$ cat src/rtl/lptk_pkg.sv
`timescale 1ns / 1ps
// ----------------------------------------------------------------------------
// lptk_pkg
// shared widths, codes and types of the last pressed key tracker
// ----------------------------------------------------------------------------
package lptk_pkg;

    localparam int KEY_SLOTS_DEFAULT = 16;
    localparam int MASK_W            = 16;
    localparam int LIST_DEPTH        = 16;
    localparam int SLOT_W            = 4;
    localparam int COUNT_W           = 5;
    localparam int POS_W             = 5;
    localparam int APB_ADDR_W        = 3;
    localparam int APB_DATA_W        = 32;

    localparam logic signed [POS_W-1:0] NO_KEY = -5'sd1;

    // register index, taken from paddr[2]
    localparam logic REG_LEFT_ENABLE  = 1'b0;
    localparam logic REG_RIGHT_ENABLE = 1'b1;

    typedef enum logic [1:0] {
        HS_IDLE,
        HS_SCAN,
        HS_PUSH
    } hand_state_t;

    typedef enum logic [1:0] {
        TS_IDLE,
        TS_RUN,
        TS_DELIVER
    } top_state_t;

    typedef struct packed {
        logic                    done;
        logic signed [POS_W-1:0] position;
    } hand_result_t;

endpackage

$ cat src/rtl/last_pressed_key_tracker.sv
`timescale 1ns / 1ps
// ----------------------------------------------------------------------------
// last_pressed_key_tracker
// last note priority for two hands, one recency list per hand
// ----------------------------------------------------------------------------
// The input channel (s_valid/s_ready) takes one frame item: the sampled down
// masks of the left and right key slots. The result channel (m_valid/m_ready)
// returns one item per frame: for each hand the most recently pressed slot
// still held, or -1 when none is held. Enable masks are written over the APB
// port (left at 0x0, right at 0x4); the user writes them only while the block
// is idle, which the block itself does not enforce. Each hand walks its list
// memory once to drop released slots, one entry a cycle through a registered
// read, then visits every key slot once to push new presses. A new frame is
// accepted while the previous result still waits in the output register; a
// stalled receiver holds the block before delivery of the next result. Reset
// empties both lists, marks all keys up and clears the enable masks; the list
// memories need no clearing pass.
// ----------------------------------------------------------------------------
module last_pressed_key_tracker import lptk_pkg::*; #(
    parameter int KEY_SLOTS = KEY_SLOTS_DEFAULT
) (
    input  logic                    aclk,
    input  logic                    aresetn,

    input  logic                    psel,
    input  logic                    penable,
    input  logic                    pwrite,
    input  logic [APB_ADDR_W-1:0]   paddr,
    input  logic [APB_DATA_W-1:0]   pwdata,
    output logic [APB_DATA_W-1:0]   prdata,
    output logic                    pready,

    input  logic                    s_valid,
    output logic                    s_ready,
    input  logic [MASK_W-1:0]       s_left_keys_down,
    input  logic [MASK_W-1:0]       s_right_keys_down,

    output logic                    m_valid,
    input  logic                    m_ready,
    output logic signed [POS_W-1:0] m_left_position,
    output logic signed [POS_W-1:0] m_right_position
);

    top_state_t state_reg, state_next;

    logic [MASK_W-1:0] left_enable_reg;
    logic [MASK_W-1:0] right_enable_reg;
    logic              left_done_reg, left_done_next;
    logic              right_done_reg, right_done_next;
    logic              m_valid_reg, m_valid_next;
    logic signed [POS_W-1:0] m_left_reg, m_right_reg;

    hand_result_t left_res;
    hand_result_t right_res;

    logic in_take;
    logic cfg_write;
    logic both_done;
    logic out_free;
    logic out_load;

    assign pready    = 1'b1;
    assign cfg_write = psel && penable && pwrite;
    assign in_take   = s_valid && s_ready;
    assign both_done = (left_done_reg || left_res.done) && (right_done_reg || right_res.done);
    assign out_free  = !m_valid_reg || m_ready;
    assign out_load  = (state_reg == TS_DELIVER) && out_free;

    always_ff @(posedge aclk) begin
        if (!aresetn) begin
            left_enable_reg  <= '0;
            right_enable_reg <= '0;
        end else if (cfg_write) begin
            unique case (paddr[2])
                REG_LEFT_ENABLE:  left_enable_reg  <= pwdata[MASK_W-1:0];
                REG_RIGHT_ENABLE: right_enable_reg <= pwdata[MASK_W-1:0];
                default: ;
            endcase
        end
    end

    always_comb begin
        prdata = '0;
        unique case (paddr[2])
            REG_LEFT_ENABLE:  prdata = APB_DATA_W'(left_enable_reg);
            REG_RIGHT_ENABLE: prdata = APB_DATA_W'(right_enable_reg);
            default: ;
        endcase
    end

    lptk_hand #(.KEY_SLOTS(KEY_SLOTS)) u_left (
        .aclk        (aclk),
        .aresetn     (aresetn),
        .start       (in_take),
        .keys_down   (s_left_keys_down),
        .enable_mask (left_enable_reg),
        .result      (left_res)
    );

    lptk_hand #(.KEY_SLOTS(KEY_SLOTS)) u_right (
        .aclk        (aclk),
        .aresetn     (aresetn),
        .start       (in_take),
        .keys_down   (s_right_keys_down),
        .enable_mask (right_enable_reg),
        .result      (right_res)
    );

    // next state
    always_comb begin
        state_next = state_reg;
        unique case (state_reg)
            TS_IDLE: begin
                if (in_take) state_next = TS_RUN;
            end
            TS_RUN: begin
                if (both_done) state_next = TS_DELIVER;
            end
            TS_DELIVER: begin
                if (out_free) state_next = TS_IDLE;
            end
            default: state_next = TS_IDLE;
        endcase
    end

    // outputs
    always_comb begin
        s_ready         = (state_reg == TS_IDLE);
        left_done_next  = left_done_reg;
        right_done_next = right_done_reg;
        m_valid_next    = m_valid_reg;
        if (in_take) begin
            left_done_next  = 1'b0;
            right_done_next = 1'b0;
        end else begin
            if (left_res.done)  left_done_next  = 1'b1;
            if (right_res.done) right_done_next = 1'b1;
        end
        if (out_load) begin
            m_valid_next = 1'b1;
        end else if (m_ready) begin
            m_valid_next = 1'b0;
        end
    end

    always_ff @(posedge aclk) begin
        if (!aresetn) begin
            state_reg      <= TS_IDLE;
            left_done_reg  <= 1'b0;
            right_done_reg <= 1'b0;
            m_valid_reg    <= 1'b0;
        end else begin
            state_reg      <= state_next;
            left_done_reg  <= left_done_next;
            right_done_reg <= right_done_next;
            m_valid_reg    <= m_valid_next;
        end
    end

    always_ff @(posedge aclk) begin
        if (out_load) begin
            m_left_reg  <= left_res.position;
            m_right_reg <= right_res.position;
        end
    end

    assign m_valid          = m_valid_reg;
    assign m_left_position  = m_left_reg;
    assign m_right_position = m_right_reg;

    // hands only finish while a frame is in flight
    a_done_in_run: assert property (@(posedge aclk) disable iff (!aresetn)
        (left_res.done || right_res.done) |-> (state_reg == TS_RUN))
        else $error("hand finished outside a frame");

    // a result is in range: -1 or a slot index
    a_pos_range: assert property (@(posedge aclk) disable iff (!aresetn)
        m_valid |-> ((!m_left_position[POS_W-1] || m_left_position == NO_KEY) &&
                     (!m_right_position[POS_W-1] || m_right_position == NO_KEY)))
        else $error("position out of range");

    // an accepted frame starts both hands
    a_take_starts: assert property (@(posedge aclk) disable iff (!aresetn)
        in_take |=> (state_reg == TS_RUN) && !left_done_reg && !right_done_reg)
        else $error("frame not started");

    // a delivery fills the output register
    a_load_valid: assert property (@(posedge aclk) disable iff (!aresetn)
        out_load |=> m_valid_reg)
        else $error("result lost at delivery");

endmodule

$ cat src/rtl/lptk_hand.sv
`timescale 1ns / 1ps
// ----------------------------------------------------------------------------
// lptk_hand
// one hand: recency list in a circular memory, compacted then pushed per frame
// ----------------------------------------------------------------------------
module lptk_hand import lptk_pkg::*; #(
    parameter int KEY_SLOTS = KEY_SLOTS_DEFAULT
) (
    input  logic               aclk,
    input  logic               aresetn,
    input  logic               start,
    input  logic [MASK_W-1:0]  keys_down,
    input  logic [MASK_W-1:0]  enable_mask,
    output hand_result_t       result
);

    localparam int SLOTS_EFF = (KEY_SLOTS > MASK_W) ? MASK_W : KEY_SLOTS;
    localparam logic [MASK_W-1:0] VALID_MASK =
        (SLOTS_EFF >= MASK_W) ? {MASK_W{1'b1}} : MASK_W'((64'd1 << SLOTS_EFF) - 64'd1);
    localparam logic [SLOT_W-1:0]  LAST_SLOT = SLOT_W'(SLOTS_EFF - 1);
    localparam logic [COUNT_W-1:0] LIST_MAX  = COUNT_W'(SLOTS_EFF);

    hand_state_t state_reg, state_next;

    logic [MASK_W-1:0]      now_reg, now_next;
    logic [MASK_W-1:0]      prev_mask_reg, prev_mask_next;
    logic [COUNT_W-1:0]     count_reg, count_next;
    logic [SLOT_W-1:0]      head_reg, head_next;
    logic [COUNT_W-1:0]     scan_idx_reg, scan_idx_next;
    logic [COUNT_W-1:0]     keep_cnt_reg, keep_cnt_next;
    logic [SLOT_W-1:0]      push_idx_reg, push_idx_next;
    logic                   rd_pend_reg, rd_pend_next;
    logic [SLOT_W-1:0]      front_reg, front_next;
    logic                   done_reg, done_next;
    logic signed [POS_W-1:0] position_reg, position_next;

    logic [SLOT_W-1:0] mem [LIST_DEPTH];
    logic [SLOT_W-1:0] rd_data_reg;
    logic [SLOT_W-1:0] rd_addr;
    logic              wr_en;
    logic [SLOT_W-1:0] wr_addr;
    logic [SLOT_W-1:0] wr_data;

    logic [MASK_W-1:0]  released;
    logic [MASK_W-1:0]  pressed;
    logic               rd_issue;
    logic               scan_end;
    logic               keep;
    logic               push_now;
    logic               push_last;
    logic [COUNT_W-1:0] k_push;
    logic [SLOT_W-1:0]  front_value;

    assign released  = prev_mask_reg & ~now_reg;
    assign pressed   = now_reg & ~prev_mask_reg;
    assign rd_issue  = (state_reg == HS_SCAN) && (scan_idx_reg < count_reg);
    assign scan_end  = (state_reg == HS_SCAN) && (scan_idx_reg == count_reg) && !rd_pend_reg;
    assign keep      = (state_reg == HS_SCAN) && rd_pend_reg && !released[rd_data_reg];
    assign push_now  = (state_reg == HS_PUSH) && pressed[push_idx_reg]
                       && (keep_cnt_reg < LIST_MAX);
    assign push_last = (state_reg == HS_PUSH) && (push_idx_reg == LAST_SLOT);
    assign k_push    = keep_cnt_reg + COUNT_W'(push_now);
    assign front_value = push_now ? push_idx_reg : front_reg;

    // logical entry j lives at head + j
    assign rd_addr = head_reg + scan_idx_reg[SLOT_W-1:0];

    always_comb begin
        wr_en   = 1'b0;
        wr_addr = head_reg + keep_cnt_reg[SLOT_W-1:0];
        wr_data = rd_data_reg;
        if (keep) begin
            wr_en = 1'b1;
        end else if (push_now) begin
            wr_en   = 1'b1;
            wr_addr = head_reg - SLOT_W'(1);
            wr_data = push_idx_reg;
        end
    end

    always_ff @(posedge aclk) begin
        if (wr_en) begin
            mem[wr_addr] <= wr_data;
        end
        rd_data_reg <= mem[rd_addr];
    end

    // next state
    always_comb begin
        state_next = state_reg;
        unique case (state_reg)
            HS_IDLE: begin
                if (start) state_next = HS_SCAN;
            end
            HS_SCAN: begin
                if (scan_end) state_next = HS_PUSH;
            end
            HS_PUSH: begin
                if (push_last) state_next = HS_IDLE;
            end
            default: state_next = HS_IDLE;
        endcase
    end

    // datapath and outputs
    always_comb begin
        now_next       = now_reg;
        prev_mask_next = prev_mask_reg;
        count_next     = count_reg;
        head_next      = head_reg;
        scan_idx_next  = scan_idx_reg;
        keep_cnt_next  = keep_cnt_reg;
        push_idx_next  = push_idx_reg;
        rd_pend_next   = rd_pend_reg;
        front_next     = front_reg;
        done_next      = 1'b0;
        position_next  = position_reg;
        unique case (state_reg)
            HS_IDLE: begin
                if (start) begin
                    now_next      = keys_down & enable_mask & VALID_MASK;
                    scan_idx_next = '0;
                    keep_cnt_next = '0;
                    rd_pend_next  = 1'b0;
                end
            end
            HS_SCAN: begin
                rd_pend_next = rd_issue;
                if (rd_issue) scan_idx_next = scan_idx_reg + COUNT_W'(1);
                if (keep) begin
                    keep_cnt_next = keep_cnt_reg + COUNT_W'(1);
                    // first survivor is the front unless something is pushed
                    if (keep_cnt_reg == '0) front_next = rd_data_reg;
                end
                if (scan_end) push_idx_next = '0;
            end
            HS_PUSH: begin
                if (push_now) begin
                    head_next     = head_reg - SLOT_W'(1);
                    front_next    = push_idx_reg;
                    keep_cnt_next = k_push;
                end
                if (push_last) begin
                    count_next     = k_push;
                    prev_mask_next = now_reg;
                    done_next      = 1'b1;
                    position_next  = (k_push == '0) ? NO_KEY
                                                    : $signed({1'b0, front_value});
                end else begin
                    push_idx_next = push_idx_reg + SLOT_W'(1);
                end
            end
            default: ;
        endcase
    end

    always_ff @(posedge aclk) begin
        if (!aresetn) begin
            state_reg     <= HS_IDLE;
            prev_mask_reg <= '0;
            count_reg     <= '0;
            head_reg      <= '0;
            rd_pend_reg   <= 1'b0;
            done_reg      <= 1'b0;
        end else begin
            state_reg     <= state_next;
            prev_mask_reg <= prev_mask_next;
            count_reg     <= count_next;
            head_reg      <= head_next;
            rd_pend_reg   <= rd_pend_next;
            done_reg      <= done_next;
        end
    end

    always_ff @(posedge aclk) begin
        now_reg      <= now_next;
        scan_idx_reg <= scan_idx_next;
        keep_cnt_reg <= keep_cnt_next;
        push_idx_reg <= push_idx_next;
        front_reg    <= front_next;
        position_reg <= position_next;
    end

    assign result.done     = done_reg;
    assign result.position = position_reg;

endmodule

$ cat config.mk
export PLATFORM = sky130hd
export DESIGN_NAME = last_pressed_key_tracker
export DESIGN_NICKNAME = d
export VERILOG_FILES = /design/src/rtl/lptk_pkg.sv /design/src/rtl/last_pressed_key_tracker.sv /design/src/rtl/lptk_hand.sv
export SDC_FILE = /design/constraint.sdc
export NUM_CORES = 1
export LEC_CHECK = 0
export BUFFER_PORTS_ARGS = -buffer_cell sky130_fd_sc_hd__buf_2
export CORE_UTILIZATION = 35
export CTS_CLUSTER_SIZE = 12
export DETAILED_ROUTE_END_ITERATION = 6
export GPL_ROUTABILITY_DRIVEN = 0
export MAX_ROUTING_LAYER = met4
export SYNTH_ARGS = -nofsm -noshare
export SYNTH_HDL_FRONTEND = slang
export SYNTH_SLANG_ARGS = --single-unit
$ cat constraint.sdc
create_clock -name aclk -period 9.55 [get_ports aclk]
set_input_delay 0.955 -clock aclk [delete_from_list [all_inputs] [get_ports aclk]]
set_output_delay 0.955 -clock aclk [all_outputs]
set_load 0.01 [all_outputs]
# Yosys cells after proc, flatten, opt, wreduce, memory -nomap -nowiden
# Memory sizes are Yosys's and may differ from the RTL's. A register that Yosys moved wholly into a read port is not among the register bits.
# Index checks and enable logic that the tools add are counted.
op_classes:
  add_sub_neg: 14
  n_lt_le_gt_ge: 8
  eq_ne: 29
  mux: 69
  bitwise_logic: 12
  n_reduce_logical: 67
op_table:
  columns: ["operator", "count"]
  rows:
  - ["$and A16 B16 Y16", 6]
  - ["$mux W4", 18]
  - ["$not A16 Y16", 4]
  - ["$pmux W32 S2", 1]
  - ["$mux W5", 9]
  - ["$pmux W4 S2", 4]
  - ["$pmux W5 S3", 2]
  - ["$reduce_and A3 Y1", 9]
  - ["$reduce_and A2 Y1", 12]
  - ["$ne A2 B1 Y1 const B", 11]
  - ["$logic_and A1 B1 Y1", 21]
  - ["$add A5 B1 Y5 const B", 4]
  - ["$logic_not A5 Y1", 4]
  - ["$lt A4 B5 Y1 const B", 4]
  - ["$pmux W5 S2", 2]
  - ["$pmux W2 S3", 3]
  - ["$mux W1", 17]
  - ["$add A4 B4 Y4", 4]
  - ["$bmux W1 S4", 4]
  - ["$ne A2 B2 Y1 const B", 8]
  - ["$mux W2", 7]
  - ["$add A5 B1 Y5", 2]
  - ["$eq A5 B5 Y1", 2]
  - ["$lt A5 B5 Y1", 2]
  - ["other kinds (15)", 39]
word_totals:
  regBits: 183
  ramBits: 128
  out_inout_bits: 45
  wordCells: 235
  memories: 2
mem_list:
  columns: ["memory", "words", "width", "rd", "rd_ports_with_merged_regs", "write_ports", "line", "source"]
  rows:
  - ["u_left.mem", 16, 4, 1, 1, 1, "lptk_hand.sv:37", "logic [SLOT_W-1:0] mem [LIST_DEPTH];"]
  - ["u_right.mem", 16, 4, 1, 1, 1, "lptk_hand.sv:37", null]

# Longest topological paths before layout
logic_depth:
  depth_word: 10
  ltp_mapped: 14
  mapped_depth_nobuf: 12

# By module
# A second synthesis with hierarchy kept.
hier_totals:
  cells_unflattened: 1275
  hier_area_um2: 15315.9
by_module_without_submodules:
  columns: ["module", "instances", "cells_each", "area_per_inst_um2"]
  rows:
  - ["lptk_hand at u_left", 1, 541, 6665.1]
  - ["lptk_hand at u_right", 1, 542, 6586.3]
  - ["last_pressed_key_tracker", 1, 192, 2064.5]

# Least setup slack after synthesis
# OpenSTA, ideal clock, no wires.
synth_path:
  path_kind: "register to register"
  start: "register u_right.push_idx_reg[0]"
  end: "register u_right.position_reg[3] (data pin)"
  setup_ps: 152
  arrival_ps: 2907
  required_time_ps: 9398
  setup_slack_ps: 6490
  stages_incl_launch_ff: 13
  path_buffers: 2
  synth_period_minus_slack_ps: 3060
  cell_sequence: "edfxtp_1 > buf_2 > a311oi_1 > o221ai_1 > nand3_1 > buf_2 > inv_1 > ha_1 > ha_1 > nor3_1 > a31oi_1 > or4_1 > o21ai_0"
synth_via:
  elab_chain_cells: 6
  word_cells_on_any_way: 7
  cone_classes: "add/sub: 1; mux: 3; reduce/logical: 3"
synth_rtl:
  columns: ["element", "line", "source"]
  rows:
  - ["from (decl)", "lptk_hand.sv:31", "logic [SLOT_W-1:0] push_idx_reg, push_idx_next;"]
  - ["from (signal assigned)", "lptk_hand.sv:179", "push_idx_reg <= push_idx_next;"]
  - ["$bmux W1 S4 *", "lptk_hand.sv:59", "assign push_now = (state_reg == HS_PUSH) && pressed[push_idx_reg]"]
  - ["$mux W1 (not written as such) *", "lptk_hand.sv:59", null]
  - ["$logic_and A1 B1 Y1 *", "lptk_hand.sv:59", null]
  - ["$logic_and A1 B1 Y1 *", "lptk_hand.sv:60", "&& (keep_cnt_reg < LIST_MAX);"]
  - ["$add A5 B1 Y5", "lptk_hand.sv:62", "assign k_push = keep_cnt_reg + COUNT_W'(push_now);"]
  - ["$logic_not A5 Y1", "lptk_hand.sv:147", "position_next = (k_push == '0) ? NO_KEY"]
  - ["to (signal assigned)", "lptk_hand.sv:181", "position_reg <= position_next;"]
  - ["to (decl)", "lptk_hand.sv:35", "logic signed [POS_W-1:0] position_reg, position_next;"]
# Every way passes the cells marked *; elsewhere a longest branch is shown, timed or not. The select of a mux whose other input is x is not followed.
# A chain may end at the register's enable or synchronous reset.

# Worst setup path after layout
layout_path:
  start: "register u_left.state_reg[0]"
  end: "memory u_left.mem[8][0] (enable)"
layout_via:
  elab_chain_cells: 7
  word_cells_on_any_way: 12
  cone_classes: "eq/ne: 2; mux: 6; reduce/logical: 4"
layout_rtl:
  columns: ["element", "line", "source"]
  rows:
  - ["from (decl)", "lptk_hand.sv:23", "hand_state_t state_reg, state_next;"]
  - ["from (signal assigned)", "lptk_hand.sv:166", "state_reg <= state_next;"]
  - ["$eq A2 B2 Y1", "lptk_hand.sv:59", null]
  - ["$logic_and A1 B1 Y1", "lptk_hand.sv:59", null]
  - ["$logic_and A1 B1 Y1", "lptk_hand.sv:60", null]
  - ["$mux W1", "lptk_hand.sv:74", "end else if (push_now) begin"]
  - ["$mux W1", "lptk_hand.sv:72", "if (keep) begin"]
  - ["$mux W1", "lptk_hand.sv:82", "if (wr_en) begin"]
  - ["$mux W1 (not written as such)", "lptk_hand.sv:83", "mem[wr_addr] <= wr_data;"]
  - ["to (decl)", "lptk_hand.sv:37", null]
# Parallel ways exist; a longest one is shown, timed or not.

==> results.py <==
metrics = {
    "power": {
        "vdd.ir_drop.worst_uv": 137,
        "leakagePower_nw": 5.93,
        "power_density_nw_per_um2": 258,
    },
    "yosys": {
        "synth_top_cells_by_count": "edfxtp_1 (216), nand2_1 (190), dfxtp_1 (103)",
        "synthDistinctLibCells": 64,
        "synth.yosys.seq_area_share": 0.567,
        "synth_top_area_frac": 0.430,
        "synth_most_common_cell": "edfxtp_1",
        "synth_cells": 1296,
        "synth_area_um2": 15100,
        "yosysTopAreaCell": "edfxtp_1",
        "yosys_register_bits": 319,
        "yosys_warnings": 0,
        "syn_area_per_cell_um2": 11.6,
        "synth-async-reset-ratio": 0,
        "synth_top_flop_cell": "edfxtp_1",
        "synth.top_cells.by_area": "edfxtp_1 (43%), dfxtp_1 (14%), mux4_2 (4.9%), nand2_1 (4.7%), ha_1 (3.6%)",
        "number_of_synthesized_flops_with_an_enable_pin": 216,
    },
    "setup_path": {
        "critical-path-top-delay-family": "simple AND/OR/NAND/NOR gates",
        "path_class": "reg -> reg",
        "largest_fanout_of_any_net_on_the_critical_path": 17,
        "r2r_slack_ns": 5.15,
        "worst_setup_ep_type": "flop",
        "path_cells": "inv_1 -> ha_1 -> inv_1 -> nor2_1 -> nand3_1 -> nor2_1 -> nand3_1 -> a211oi_1",
        "critical_path.slowest_cell": "nor2_1",
        "critical_path.startpoint_type": "flop",
        "critPathBufInv": 2,
        "cp_slowest_stage_delay_ns": 1.02,
        "crit_arrival_ns": 4.54,
        "crit_required_ns": 9.69,
    },
    "floorplan": {
        "placeableCoreArea_um2": 42200,
        "i_o_pins": 119,
        "fp.dieH_um": 210,
        "start_util": 0.357,
        "floorplan.die_area_um2": 43900,
        "horizontal_die_dimension_um": 210,
        "core.rowCount": 75,
    },
    "final_layout": {
        "area_delta_synth_final_pct": 12.8,
        "design.final.nets": 1483,
        "final_core_util": 0.403,
        "largest_registers": "u_left.mem x64, u_right.mem x64",
        "layout.filler_cells": 4042,
        "post_route_cells_drive_above_1_share": 0.154,
    },
    "grt": {
        "grt_overflow": 0,
        "grt_use_total": 0.165,
        "grt_first_pass_wirelength_um": 55500,
        "maximum_number_of_pins_on_one_net_before_global_route_repair": 73,
        "antenna_found_initial": 3,
        "grt_pass1_vias": 9896,
    },
    "route": {
        "detail-route-antenna-nets": 0,
        "drt_first_iter_violations": 732,
        "remaining_drc_errors": 0,
        "detail_route.wl_per_cell_um": 18.0,
        "via_count": 9889,
        "post_detailed_routing_wire_length_um": 34700,
        "avgViaCountPerCell": 5.13,
        "drt_pre_antenna_iters": 5,
    },
    "sta": {
        "rsz0062_at_grt": "false",
        "max_freq_mhz": 227,
        "timing.final.crit_period_ns": 4.40,
        "final.setup.tns_ns": 0,
        "worstMarginPinSlew_ns": 1.17,
        "timing.final.setup_violations": 0,
        "final.period_utilization": 0.461,
        "layout_skew_ns": 0.0165,
        "maxSlewHeadroom": 0.216,
        "timing.final.max_slew_violations": 0,
        "number_of_endpoints_with_negative_hold_slack_in_the_final_report": 0,
    },
    "clock_network": {
        "cts.reportedPaths.clkPinSlew_ns": 0.06,
        "tritoncts_clock_tree": "built",
        "cts_setup_buffers": 0,
        "cts-root-buf": "clkbuf_16",
        "holdBufCountCts": 0,
        "cts.sinks": 319,
        "cts_inserted_buffers": 36,
        "post_cts.resized_instances": 0,
        "worst_skew_pair.late_latency_ns": 0.52,
        "cts_buffer_depth": 3,
        "htreeDepth": 2,
    },
    "hold_path": {
        "min_delay_worst_type": "reg -> reg",
    },
    "job": {
        "max_cap_viol_count": 0,
    },
    "place": {
        "portBuffers": 83,
        "hpwlAfterDp_um": 24600,
    },
    "run_status": {
        "status": "finished clean",
    },
}
[final timing paths]
path	to	startpoint	cells past startpoint
min	m_right_position[4]$_DFFE_PP_	u_right.position_reg[4]$_DFFE_PP_	0
max reg2reg	u_left.mem[8][0]$_DFFE_PP_	u_left.state_reg[0]$_SDFFE_PN0P_	8
min reg2reg	m_right_position[4]$_DFFE_PP_	u_right.position_reg[4]$_DFFE_PP_	0
max	u_left.mem[8][0]$_DFFE_PP_	u_left.state_reg[0]$_SDFFE_PN0P_	8
[power by group]
part / switching, mW / leakage, nW / internal (mW) / total, mW
logic: 0.690 / 2.55 / 0.469 / 1.16
clock network: 0.538 / 0.547 / 0.780 / 1.32
registers: 0.190 / 2.83 / 1.73 / 1.92
total: 1.42 / 5.93 / 2.98 / 4.40
[routing by layer]
layer  track usage  routed length (um)  vias up
met5             -                   0        -
met4        0.0425                 651        0
met3        0.0280                1700       48
met2         0.250               15700      257
met1         0.229               16700     4766
li1              -                   -     4818
[area by class of cell]
| class | instances | area, um2 | share of cell area |
|---|---|---|---|
| clock inverters | 15 | 121 | 0.00713 |
| flip-flops and latches | 319 | 8550 | 0.502 |
| well taps | 539 | 674 | 0.0396 |
| repair buffers | 90 | 468 | 0.0275 |
| multi-input cells | 848 | 5950 | 0.350 |
| clock buffers | 49 | 991 | 0.0582 |
| diodes | 3 | 7.51 | 0.000441 |
| inverters | 66 | 248 | 0.0146 |
[layout by cell type, fill, tap and decap left out, drive strengths merged, types with 44 or more instances in the layout]
cell type / count
dfxtp: 103
edfxtp: 216
nand2: 190
nor2: 63
ha: 44
a21oi: 86
buf: 90
clkbuf: 49
inv: 64
and2: 50
[metrics by stage]
stage	setup WS (ns)	power, mW	area, um2	hold slack [ns]	std cells
after detailed placement	5.25	3.11	15900	0.413	1862
after CTS	5.19	4.44	17000	0.429	1926
after global placement	5.33	3.08	15900	0.415	1862
after floorplan	6.49	2.76	15100	0.400	1311
final	5.15	4.40	17000	0.425	1929
after global routing	4.82	4.63	17000	0.440	1929
[cell families after synthesis]
| logic type | after synthesis | share of synthesized area |
|---|---|---|
| simple gates | 424 | 0.137 |
| buf+inv | 144 | 0.0424 |
| flops | 319 | 0.567 |
| xor+xnor | 35 | 0.0203 |
| mux | 85 | 0.0878 |
| fa+ha+maj | 48 | 0.0418 |
| compound gates | 239 | 0.104 |
| other cells | 2 | 0.000498 |
No activity file was read; power rests on OpenSTA's default activity.
